### src/hdl/column_bump_allocator_assert.svh
// ---------------------------------------------------------------------------
// Column bump allocator assertion macros
// Shared concurrent assertion forms, clocked on clk and disabled in reset.
// ---------------------------------------------------------------------------
`ifndef COLUMN_BUMP_ALLOCATOR_ASSERT_SVH
`define COLUMN_BUMP_ALLOCATOR_ASSERT_SVH

// The consequent must hold in the same cycle as the antecedent.
`define CBA_ASSERT_SAME(lbl, ante, cons, msg) \
  lbl: assert property (@(posedge clk) disable iff (!rst_n) (ante) |-> (cons)) \
    else $error(msg);

// The consequent must hold in the cycle after the antecedent.
`define CBA_ASSERT_NEXT(lbl, ante, cons, msg) \
  lbl: assert property (@(posedge clk) disable iff (!rst_n) (ante) |=> (cons)) \
    else $error(msg);

`endif

### src/hdl/cba_pkg.sv
// ---------------------------------------------------------------------------
// Column bump allocator package
// Operation and status codes and the item that travels down the cell row.
// ---------------------------------------------------------------------------
package cba_pkg;

  // Widest column address the block supports, and the width of a range end.
  localparam int COL_W  = 16;
  localparam int SIZE_W = 10;
  localparam int END_W  = 18;

  typedef enum logic [2:0] {
    OP_ALLOC   = 3'd0,
    OP_DEALLOC = 3'd1,
    OP_QUERY   = 3'd2,
    OP_RELINQ  = 3'd3,
    OP_CLEAR   = 3'd4
  } op_t;

  typedef enum logic [2:0] {
    ST_OK          = 3'd0,
    ST_PERMIT_GONE = 3'd1,
    ST_BAD_SIZE    = 3'd2,
    ST_SIZE_GREW   = 3'd3,
    ST_OVERFLOW    = 3'd4,
    ST_UNKNOWN     = 3'd5,
    ST_MISMATCH    = 3'd6,
    ST_FULL        = 3'd7
  } status_t;

  // One item on its way through the cells, with the flags gathered so far.
  typedef struct packed {
    logic              vld;
    logic              do_alloc;
    logic              do_dealloc;
    logic              do_query;
    logic              do_clear;
    logic [COL_W-1:0]  col;
    logic [SIZE_W-1:0] size;
    logic [END_W-1:0]  q_end;
    logic              q_valid;
    logic              f_base;
    logic              f_live;
    logic              f_any;
    logic              f_hit;
    logic              f_match;
  } tok_t;

endpackage

### src/hdl/cba_cell.sv
// ---------------------------------------------------------------------------
// Column bump allocator table cell
// Holds one allocation entry, acts on the passing item and hands it on.
// ---------------------------------------------------------------------------
`include "column_bump_allocator_assert.svh"

module cba_cell (
  input  logic          clk,
  input  logic          rst_n,
  input  cba_pkg::tok_t tok_i,
  output cba_pkg::tok_t tok_o
);

  logic [cba_pkg::COL_W-1:0]  start_r;
  logic [cba_pkg::SIZE_W-1:0] size_r;
  logic                       live_r;
  logic                       retired_r;
  cba_pkg::tok_t              tok_r;
  cba_pkg::tok_t              tok_nxt;

  logic                       used;
  logic                       base_hit;
  logic [cba_pkg::END_W-1:0]  span_end;
  logic                       covers;
  logic                       take;
  logic                       free;

  // Entry compares against the passing item.
  always_comb begin
    used     = live_r | retired_r;
    base_hit = live_r && (start_r == tok_i.col);
    span_end = cba_pkg::END_W'(start_r) + cba_pkg::END_W'(size_r);
    covers   = tok_i.q_valid && (tok_i.col >= start_r) && (tok_i.q_end <= span_end);
    take     = tok_i.vld && tok_i.do_alloc && !used;
    free     = tok_i.vld && tok_i.do_dealloc && base_hit && (size_r == tok_i.size);
  end

  // Gather flags into the item; an alloc is claimed by the first free cell.
  always_comb begin
    tok_nxt = tok_i;
    if (take) begin
      tok_nxt.do_alloc = 1'b0;
    end
    if (tok_i.vld && tok_i.do_dealloc && base_hit) begin
      tok_nxt.f_hit = 1'b1;
    end
    if (free) begin
      tok_nxt.f_match = 1'b1;
    end
    if (tok_i.vld && tok_i.do_query) begin
      tok_nxt.f_base = tok_i.f_base | base_hit;
      tok_nxt.f_live = tok_i.f_live | (live_r && covers);
      tok_nxt.f_any  = tok_i.f_any | (used && covers);
    end
  end

  // Entry flags and the item register towards the next cell.
  always_ff @(posedge clk) begin
    if (!rst_n) begin
      live_r    <= 1'b0;
      retired_r <= 1'b0;
      tok_r     <= '0;
    end else begin
      tok_r <= tok_nxt;
      if (tok_i.vld && tok_i.do_clear) begin
        live_r    <= 1'b0;
        retired_r <= 1'b0;
      end else if (take) begin
        live_r    <= 1'b1;
        retired_r <= 1'b0;
      end else if (free) begin
        live_r    <= 1'b0;
        retired_r <= 1'b1;
      end
    end
  end

  // Entry payload is written when an alloc claims this cell.
  always_ff @(posedge clk) begin
    if (take) begin
      start_r <= tok_i.col;
      size_r  <= tok_i.size;
    end
  end

  assign tok_o = tok_r;

  `CBA_ASSERT_SAME(a_cell_one_state, 1'b1, !(live_r && retired_r), "entry both live and retired")
  `CBA_ASSERT_NEXT(a_cell_hand_on, tok_i.vld, tok_o.vld, "item lost between cells")
  `CBA_ASSERT_NEXT(a_cell_take, take, live_r && !tok_o.do_alloc, "claimed entry not live")

endmodule

### src/hdl/column_bump_allocator.sv
// ---------------------------------------------------------------------------
// Column bump allocator
// Bump pointer column allocator with a table of allocation entries.
// ---------------------------------------------------------------------------
// An item is taken at a rising edge where start is high and busy is low. It
// carries an op (alloc, dealloc, range query, relinquish, clear) with its
// size, address and word count. Exactly one result follows for each item,
// shown on the out_ ports for one cycle with out_valid high; the receiver
// cannot hold it off and must take it then.
// The entry table is a row of ENTRIES cells. The item is registered once and
// then passes one cell per clock, each cell checking and updating its entry;
// the result appears once it has left the last cell, and busy is low again
// in that same cycle. No new item is taken until then, whatever the op.
// Pointer, size limit, permit and counters live here and are settled at the
// accepting edge; the dealloc status and the live count of a dealloc are
// settled when the item leaves the row. Reset (and the clear op) empties
// the table, zeroes the bump pointer and restores the allocation permit;
// no clearing pass is needed.
// ---------------------------------------------------------------------------
`include "column_bump_allocator_assert.svh"

module column_bump_allocator #(
  parameter int ENTRIES     = 16,
  parameter int COLUMN_BITS = 16
) (
  input  logic        clk,
  input  logic        rst_n,
  input  logic        start,
  output logic        busy,
  input  logic [2:0]  in_op,
  input  logic [9:0]  in_size_cols,
  input  logic [31:0] in_address,
  input  logic [16:0] in_word_count,
  output logic        out_valid,
  output logic [2:0]  out_status,
  output logic [15:0] out_grant_col,
  output logic        out_in_live,
  output logic        out_in_any,
  output logic        out_is_live_base,
  output logic [4:0]  out_live_total,
  output logic        out_permit_gone
);

  localparam int BP_W  = COLUMN_BITS + 1;
  localparam int SUM_W = COLUMN_BITS + 2;
  localparam int CNT_W = $clog2(ENTRIES + 1);
  localparam logic [SUM_W-1:0] COL_COUNT = SUM_W'(1) << COLUMN_BITS;

  // Scope state.
  logic                       flight_r, flight_nxt;
  logic [BP_W-1:0]            bump_r, bump_nxt;
  logic [9:0]                 last_r, last_nxt;
  logic                       relinq_r, relinq_nxt;
  logic [CNT_W-1:0]           used_r, used_nxt;
  logic [CNT_W-1:0]           live_r, live_nxt;
  cba_pkg::status_t           hold_status_r, hold_status_nxt;
  logic [15:0]                hold_base_r, hold_base_nxt;
  cba_pkg::tok_t              inj_r, inj_nxt;

  // Result registers.
  logic                       out_valid_r;
  cba_pkg::status_t           out_status_r, out_status_nxt;
  logic [15:0]                out_base_r;
  logic                       out_in_live_r;
  logic                       out_in_any_r;
  logic                       out_is_base_r;
  logic [4:0]                 out_live_total_r;
  logic                       out_permit_r;

  logic                       accept;
  logic                       size_ok;
  logic [cba_pkg::COL_W-1:0]  col;
  logic [SUM_W-1:0]           bump_sum;
  logic [cba_pkg::END_W-1:0]  q_end;
  logic                       q_valid;
  cba_pkg::tok_t              tok [0:ENTRIES];
  cba_pkg::tok_t              exit_tok;

  assign accept   = start && !flight_r;
  assign busy     = flight_r;
  assign exit_tok = tok[ENTRIES];

  // Field decode shared by the ops.
  always_comb begin
    size_ok  = $onehot(in_size_cols) && (in_size_cols[4:0] == 5'd0);
    col      = cba_pkg::COL_W'(in_address[COLUMN_BITS-1:0]);
    bump_sum = SUM_W'(bump_r) + SUM_W'(in_size_cols);
    q_end    = cba_pkg::END_W'(col) + cba_pkg::END_W'(in_word_count);
    q_valid  = (in_word_count != 17'd0) && (q_end <= cba_pkg::END_W'(COL_COUNT));
  end

  // Accept-time checks and the item sent into the cell row.
  always_comb begin
    bump_nxt        = bump_r;
    last_nxt        = last_r;
    relinq_nxt      = relinq_r;
    used_nxt        = used_r;
    live_nxt        = live_r;
    hold_status_nxt = hold_status_r;
    hold_base_nxt   = hold_base_r;
    flight_nxt      = flight_r;
    inj_nxt         = '0;
    if (accept) begin
      flight_nxt      = 1'b1;
      hold_status_nxt = cba_pkg::ST_OK;
      hold_base_nxt   = 16'd0;
      inj_nxt.vld     = 1'b1;
      inj_nxt.col     = col;
      inj_nxt.size    = in_size_cols;
      inj_nxt.q_end   = q_end;
      inj_nxt.q_valid = q_valid;
      case (cba_pkg::op_t'(in_op))
        cba_pkg::OP_ALLOC: begin
          if (relinq_r) begin
            hold_status_nxt = cba_pkg::ST_PERMIT_GONE;
          end else if (!size_ok) begin
            hold_status_nxt = cba_pkg::ST_BAD_SIZE;
          end else if ((last_r != 10'd0) && (in_size_cols > last_r)) begin
            hold_status_nxt = cba_pkg::ST_SIZE_GREW;
          end else if (bump_sum > COL_COUNT) begin
            hold_status_nxt = cba_pkg::ST_OVERFLOW;
          end else if (used_r >= CNT_W'(ENTRIES)) begin
            hold_status_nxt = cba_pkg::ST_FULL;
          end else begin
            hold_base_nxt    = 16'(bump_r[COLUMN_BITS-1:0]);
            inj_nxt.do_alloc = 1'b1;
            inj_nxt.col      = cba_pkg::COL_W'(bump_r[COLUMN_BITS-1:0]);
            bump_nxt         = BP_W'(bump_sum);
            last_nxt         = in_size_cols;
            used_nxt         = used_r + CNT_W'(1);
            live_nxt         = live_r + CNT_W'(1);
          end
        end
        cba_pkg::OP_DEALLOC: begin
          if (!size_ok) begin
            hold_status_nxt = cba_pkg::ST_BAD_SIZE;
          end else begin
            inj_nxt.do_dealloc = 1'b1;
          end
        end
        cba_pkg::OP_QUERY: begin
          inj_nxt.do_query = 1'b1;
        end
        cba_pkg::OP_RELINQ: begin
          relinq_nxt = 1'b1;
        end
        cba_pkg::OP_CLEAR: begin
          inj_nxt.do_clear = 1'b1;
          bump_nxt         = '0;
          last_nxt         = 10'd0;
          relinq_nxt       = 1'b0;
          used_nxt         = '0;
          live_nxt         = '0;
        end
        default: begin
          // Unused op codes change nothing and report success.
          hold_status_nxt = cba_pkg::ST_OK;
        end
      endcase
    end else if (exit_tok.vld) begin
      flight_nxt = 1'b0;
      if (exit_tok.do_dealloc && exit_tok.f_match) begin
        live_nxt = live_r - CNT_W'(1);
      end
    end
  end

  // Final status once the item has passed every cell.
  always_comb begin
    out_status_nxt = hold_status_r;
    if (exit_tok.do_dealloc) begin
      if (exit_tok.f_match) begin
        out_status_nxt = cba_pkg::ST_OK;
      end else if (exit_tok.f_hit) begin
        out_status_nxt = cba_pkg::ST_MISMATCH;
      end else begin
        out_status_nxt = cba_pkg::ST_UNKNOWN;
      end
    end
  end

  // Control and scope state registers.
  always_ff @(posedge clk) begin
    if (!rst_n) begin
      flight_r    <= 1'b0;
      bump_r      <= '0;
      last_r      <= 10'd0;
      relinq_r    <= 1'b0;
      used_r      <= '0;
      live_r      <= '0;
      inj_r       <= '0;
      out_valid_r <= 1'b0;
    end else begin
      flight_r    <= flight_nxt;
      bump_r      <= bump_nxt;
      last_r      <= last_nxt;
      relinq_r    <= relinq_nxt;
      used_r      <= used_nxt;
      live_r      <= live_nxt;
      inj_r       <= inj_nxt;
      out_valid_r <= exit_tok.vld;
    end
  end

  // Held results and the result registers.
  always_ff @(posedge clk) begin
    hold_status_r <= hold_status_nxt;
    hold_base_r   <= hold_base_nxt;
    if (exit_tok.vld) begin
      out_status_r     <= out_status_nxt;
      out_base_r       <= hold_base_r;
      out_in_live_r    <= exit_tok.f_live;
      out_in_any_r     <= exit_tok.f_any;
      out_is_base_r    <= exit_tok.f_base;
      out_live_total_r <= 5'(live_nxt);
      out_permit_r     <= relinq_r;
    end
  end

  // The row of table cells.
  assign tok[0] = inj_r;

  for (genvar k = 0; k < ENTRIES; k++) begin : g_cell
    cba_cell u_cell (
      .clk   (clk),
      .rst_n (rst_n),
      .tok_i (tok[k]),
      .tok_o (tok[k+1])
    );
  end

  assign out_valid        = out_valid_r;
  assign out_status       = out_status_r;
  assign out_grant_col    = out_base_r;
  assign out_in_live      = out_in_live_r;
  assign out_in_any       = out_in_any_r;
  assign out_is_live_base = out_is_base_r;
  assign out_live_total   = out_live_total_r;
  assign out_permit_gone  = out_permit_r;

  `CBA_ASSERT_NEXT(a_accept_busy, accept, busy, "accepted item not marked busy")
  `CBA_ASSERT_SAME(a_result_idle, out_valid_r, !flight_r, "result shown while busy")
  `CBA_ASSERT_NEXT(a_exit_result, exit_tok.vld, out_valid_r, "finished item gave no result")
  `CBA_ASSERT_SAME(a_live_le_used, 1'b1, live_r <= used_r, "more live entries than used")
  `CBA_ASSERT_SAME(a_used_bound, 1'b1, used_r <= CNT_W'(ENTRIES), "slot count overrun")

endmodule
### config.mk
export PLATFORM = sky130hd
export DESIGN_NAME = column_bump_allocator
export DESIGN_NICKNAME = d
export VERILOG_FILES = /design/src/hdl/cba_pkg.sv /design/src/hdl/cba_cell.sv /design/src/hdl/column_bump_allocator.sv
export VERILOG_INCLUDE_DIRS = /design/src /design/src/hdl
export SDC_FILE = /design/constraint.sdc
export NUM_CORES = 2
export LEC_CHECK = 0
export ABC_AREA = 1
export ABC_CLOCK_PERIOD_IN_PS = 13060
export BUFFER_PORTS_ARGS = -buffer_cell sky130_fd_sc_hd__buf_2
export CORE_ASPECT_RATIO = 1.2
export CORE_UTILIZATION = 50
export DETAILED_ROUTE_END_ITERATION = 7
export PLACE_DENSITY = 0.66
export SLEW_MARGIN = 20
export SYNTH_ARGS = -nofsm -noshare
export SYNTH_HDL_FRONTEND = slang
export SYNTH_SLANG_ARGS = --single-unit
export TNS_END_PERCENT = 5
### constraint.sdc
create_clock -name clk -period 13.06 [get_ports clk]
set_input_delay 1.306 -clock clk [delete_from_list [all_inputs] [get_ports clk]]
set_output_delay 1.306 -clock clk [all_outputs]
set_load 0.03 [all_outputs]
==> reports/metrics.cfg <==
[critical_path]
crit_required_ns = 13.70
worstSetupEndpointType = flip-flop
reg2reg_slack_ns = 8.02
r2r_end = g_cell[0].u_cell.tok_o[3]
criticalPathCategory = in -> reg
crit_arrival_ns = 6.24
critPathMaxFanout = 42
reg2regPathDepth = 23
r2r-start = g_cell[0].u_cell.start_r[0]
cp-start-kind = input pin

[sta]
worst_pin_slew_ns = 1.13
layout_setup_ws_ns = 7.47
slew_violations = 0
hold_violations = 0
min_period_ns = 5.59
skew_ns = 0.0224
setup_tns_ns = 0
slew_headroom_pct = 23.8
max_freq_mhz = 179
rsz0062_at_grt = false
final.period_utilization_pct = 42.8
hold_slack_ns = 0.405
setup_viol = 0

[global_route]
grt_use_total_pct = 22.1
antenna_found_initial = 1
grt_pass1_wl_um = 240000
grt_start_max_net_pins = 204
grt_pass1_vias = 47700
grt_overflow = 0

[floorplan]
dieWidth_um = 336
core-area_um2 = 133000
die_y_um = 403
ios = 95
start_util_pct = 50.6
dieArea_um2 = 136000
rows = 146

[clocking]
clock_path_buffers = 3
clk_pin_slew_worst_paths_ns = 0.06
numCtsBuffers = 143
clock_sinks = 1417
postCtsSetupRepairBufs = 0
clk_latency_ns = 0.77
cts_hold_buf = 0
cts_tree = built
root_buffer = clkbuf_16
h-tree-depth = 4
cts_resized = 0

[place]
port_buffers = 78
post-dp-hpwl_um = 116000
pre_cts_slack_ns = 6.80
place_congestion = 0.898

[synthesis]
ys_ff_latch = 1417
syn-num-nets = 8321
synth_flop_cell = dfxtp_1
syn_area_um2 = 67100
syn_area_per_cell_um2 = 8.95
synth_cell_types = 66
netlist_instances = 7501
ys_warn_count = 0
async_flop_share_pct = 0
synth_seq_area_share_pct = 49.2
synth_edf_count = 463

[finish]
nFillCells = 12000
fin_nets = 8449
n_antenna_cell = 0
syn_to_final_growth_pct = 10.6
drive_gt1_share_pct = 5.10

[hold_path]
min_path_cells = 0
hold_start = g_cell[15].u_cell.tok_o[3]
hp-class = reg -> reg
holdPathEnd = out_in_live

[route]
vias = 47400
drtPass1Iterations = 5
drc = 0
ant_nets = 0
routed_via_density = 4.98
avgRoutedWirePerCell_um = 15.5
drt_iter0_markers = 2438
routed_wirelength_um = 148000

[pwr]
p_per_area_nw_per_um2 = 121
total_power_mw = 8.95
worst_ir_drop_vdd_mv = 0.123
power_leakage_nw = 38.6

[job]
drv_cap = 0

[status]
status = finished clean

-- layout by cell type (no fill, tap or decap), types with 6 or more instances in the layout --
cell          n
a221oi_1     10
xor2_1      189
o41ai_1       8
buf_2        77
a21oi_2       6
xnor2_1     131
dfxtp_1     954
clkinv_1     18
a21oi_1     450
fa_1         24
clkbuf_16   152
nand3b_1     14
nor3_1       68
ha_1        731
nand4_1     131
nor4_1       38
a21o_1       13
clkinv_2     21
o31ai_1       7
o211ai_1     28
o221ai_1     28
or2_2        45
clkbuf_1     39
o21ai_0     152
clkbuf_8     14
inv_1      1558
o21bai_1     42
a211oi_1     43
nand2_1    1464
nor3b_1      15
a31oi_1       9
o21a_1        7
buf_4        15
nand2_2       7
nor2_1      467
bufinv_16     9
edfxtp_1    463
inv_2         8
and3_1       22
nand3_1     196
-- flip-flops by register name, summed over array words and instances (netlist names), 3 cells and up --
signal	cells
g_cell.u_cell.start_r	256
inj_r	50
g_cell.u_cell.tok_o	832
g_cell.u_cell.live_r	16
out_status	3
g_cell.u_cell.size_r	160
g_cell.u_cell.retired_r	16
used_r	5
bump_r	17
last_r	10
out_grant_col	16
live_r	5
hold_status_r	3
hold_base_r	16
out_live_total	5
-- metrics by stage --
| stage | cell area, um^2 | cells | util [%] |
|---|---|---|---|
| 2_1_floorplan | 67100 | 7501 | - |
| 3_3_place_gp | 69400 | 9260 | 52.4 |
| 3_5_place_dp | 69400 | 9260 | 52.4 |
| 4_1_cts | 74200 | 9525 | 56.0 |
| 5_1_grt | 74200 | 9525 | 56.0 |
| 6_report | 74200 | 9525 | 56.0 |
-- worst max-delay path by stage --
stage	slack [ns]	startpoint	to	depth (start not counted)
3_5_place_dp	6.80	in_size_cols[1]	bump_r[7]	18
6_report	7.47	in_size_cols[1]	last_r[8]	18
2_1_floorplan	7.81	in_size_cols[0]	inj_r[45]	18
5_1_grt	7.26	in_size_cols[1]	bump_r[13]	18
3_3_place_gp	6.85	in_size_cols[1]	used_r[1]	18
4_1_cts	7.60	in_size_cols[1]	last_r[8]	18
-- where the power goes --
group	leakage (nW)	total, mW	switching [mW]	internal [mW]
registers	11.1	4.58	0.0298	4.55
logic	25.1	0.245	0.168	0.0762
clock network	2.35	4.13	1.72	2.41
total	38.6	8.95	1.92	7.03
-- area by class of cell --
cell class	instances	area, um^2	share of cell area, %
clock buffer	205	4140	5.58
sequential	1417	33000	44.5
inverter	1576	5920	7.97
timing repair buffer	95	553	0.745
tap	1776	2220	2.99
clock inverter	60	644	0.868
multi-input combinational	4396	27800	37.4
-- cell families (layout without fill, tap and decap cells) --
logic type / after synthesis / count (layout) / synth area share, %
simple gates: 2487 / 2487 / 15.6
buf+inv: 1688 / 1936 / 9.49
flops: 1417 / 1417 / 49.2
compound gates: 834 / 834 / 7.20
fa+ha+maj: 755 / 755 / 14.3
xor+xnor: 320 / 320 / 4.18
-- worst max-delay path, cell delays in order --
cell,delay (ns)
buf_2,0.20
fa_1,0.47
fa_1,0.52
inv_1,0.05
fa_1,0.47
inv_1,0.05
ha_1,0.20
fa_1,0.43
nor2_1,0.11
nand3_1,0.11
nor4_4,0.57
inv_1,0.23
a21oi_1,0.18
nand3_1,0.10
nand2_2,0.58
inv_2,0.34
a21oi_1,0.24
nor2_1,0.06
-- routing by layer --
metal | global-route usage, % | wire length, um
met5 | 0 | 0
met4 | 7.65 | 4480
met3 | 2.70 | 4660
met2 | 40.4 | 75300
met1 | 26.6 | 63400
-- synthesized netlist by cell type, types with 101 or more instances --
library cell / n / area (um^2)
xnor2_1: 131 / 1150
dfxtp_1: 954 / 19100
inv_1: 1568 / 5890
clkbuf_1: 101 / 379
nand2_1: 1464 / 5500
nand4_1: 131 / 820
edfxtp_1: 463 / 13900
ha_1: 731 / 9150
xor2_1: 189 / 1660
nand3_1: 196 / 981
o21ai_0: 152 / 761
nor2_1: 472 / 1770
a21oi_1: 450 / 2250
No activity file was read; power rests on OpenSTA's default activity.
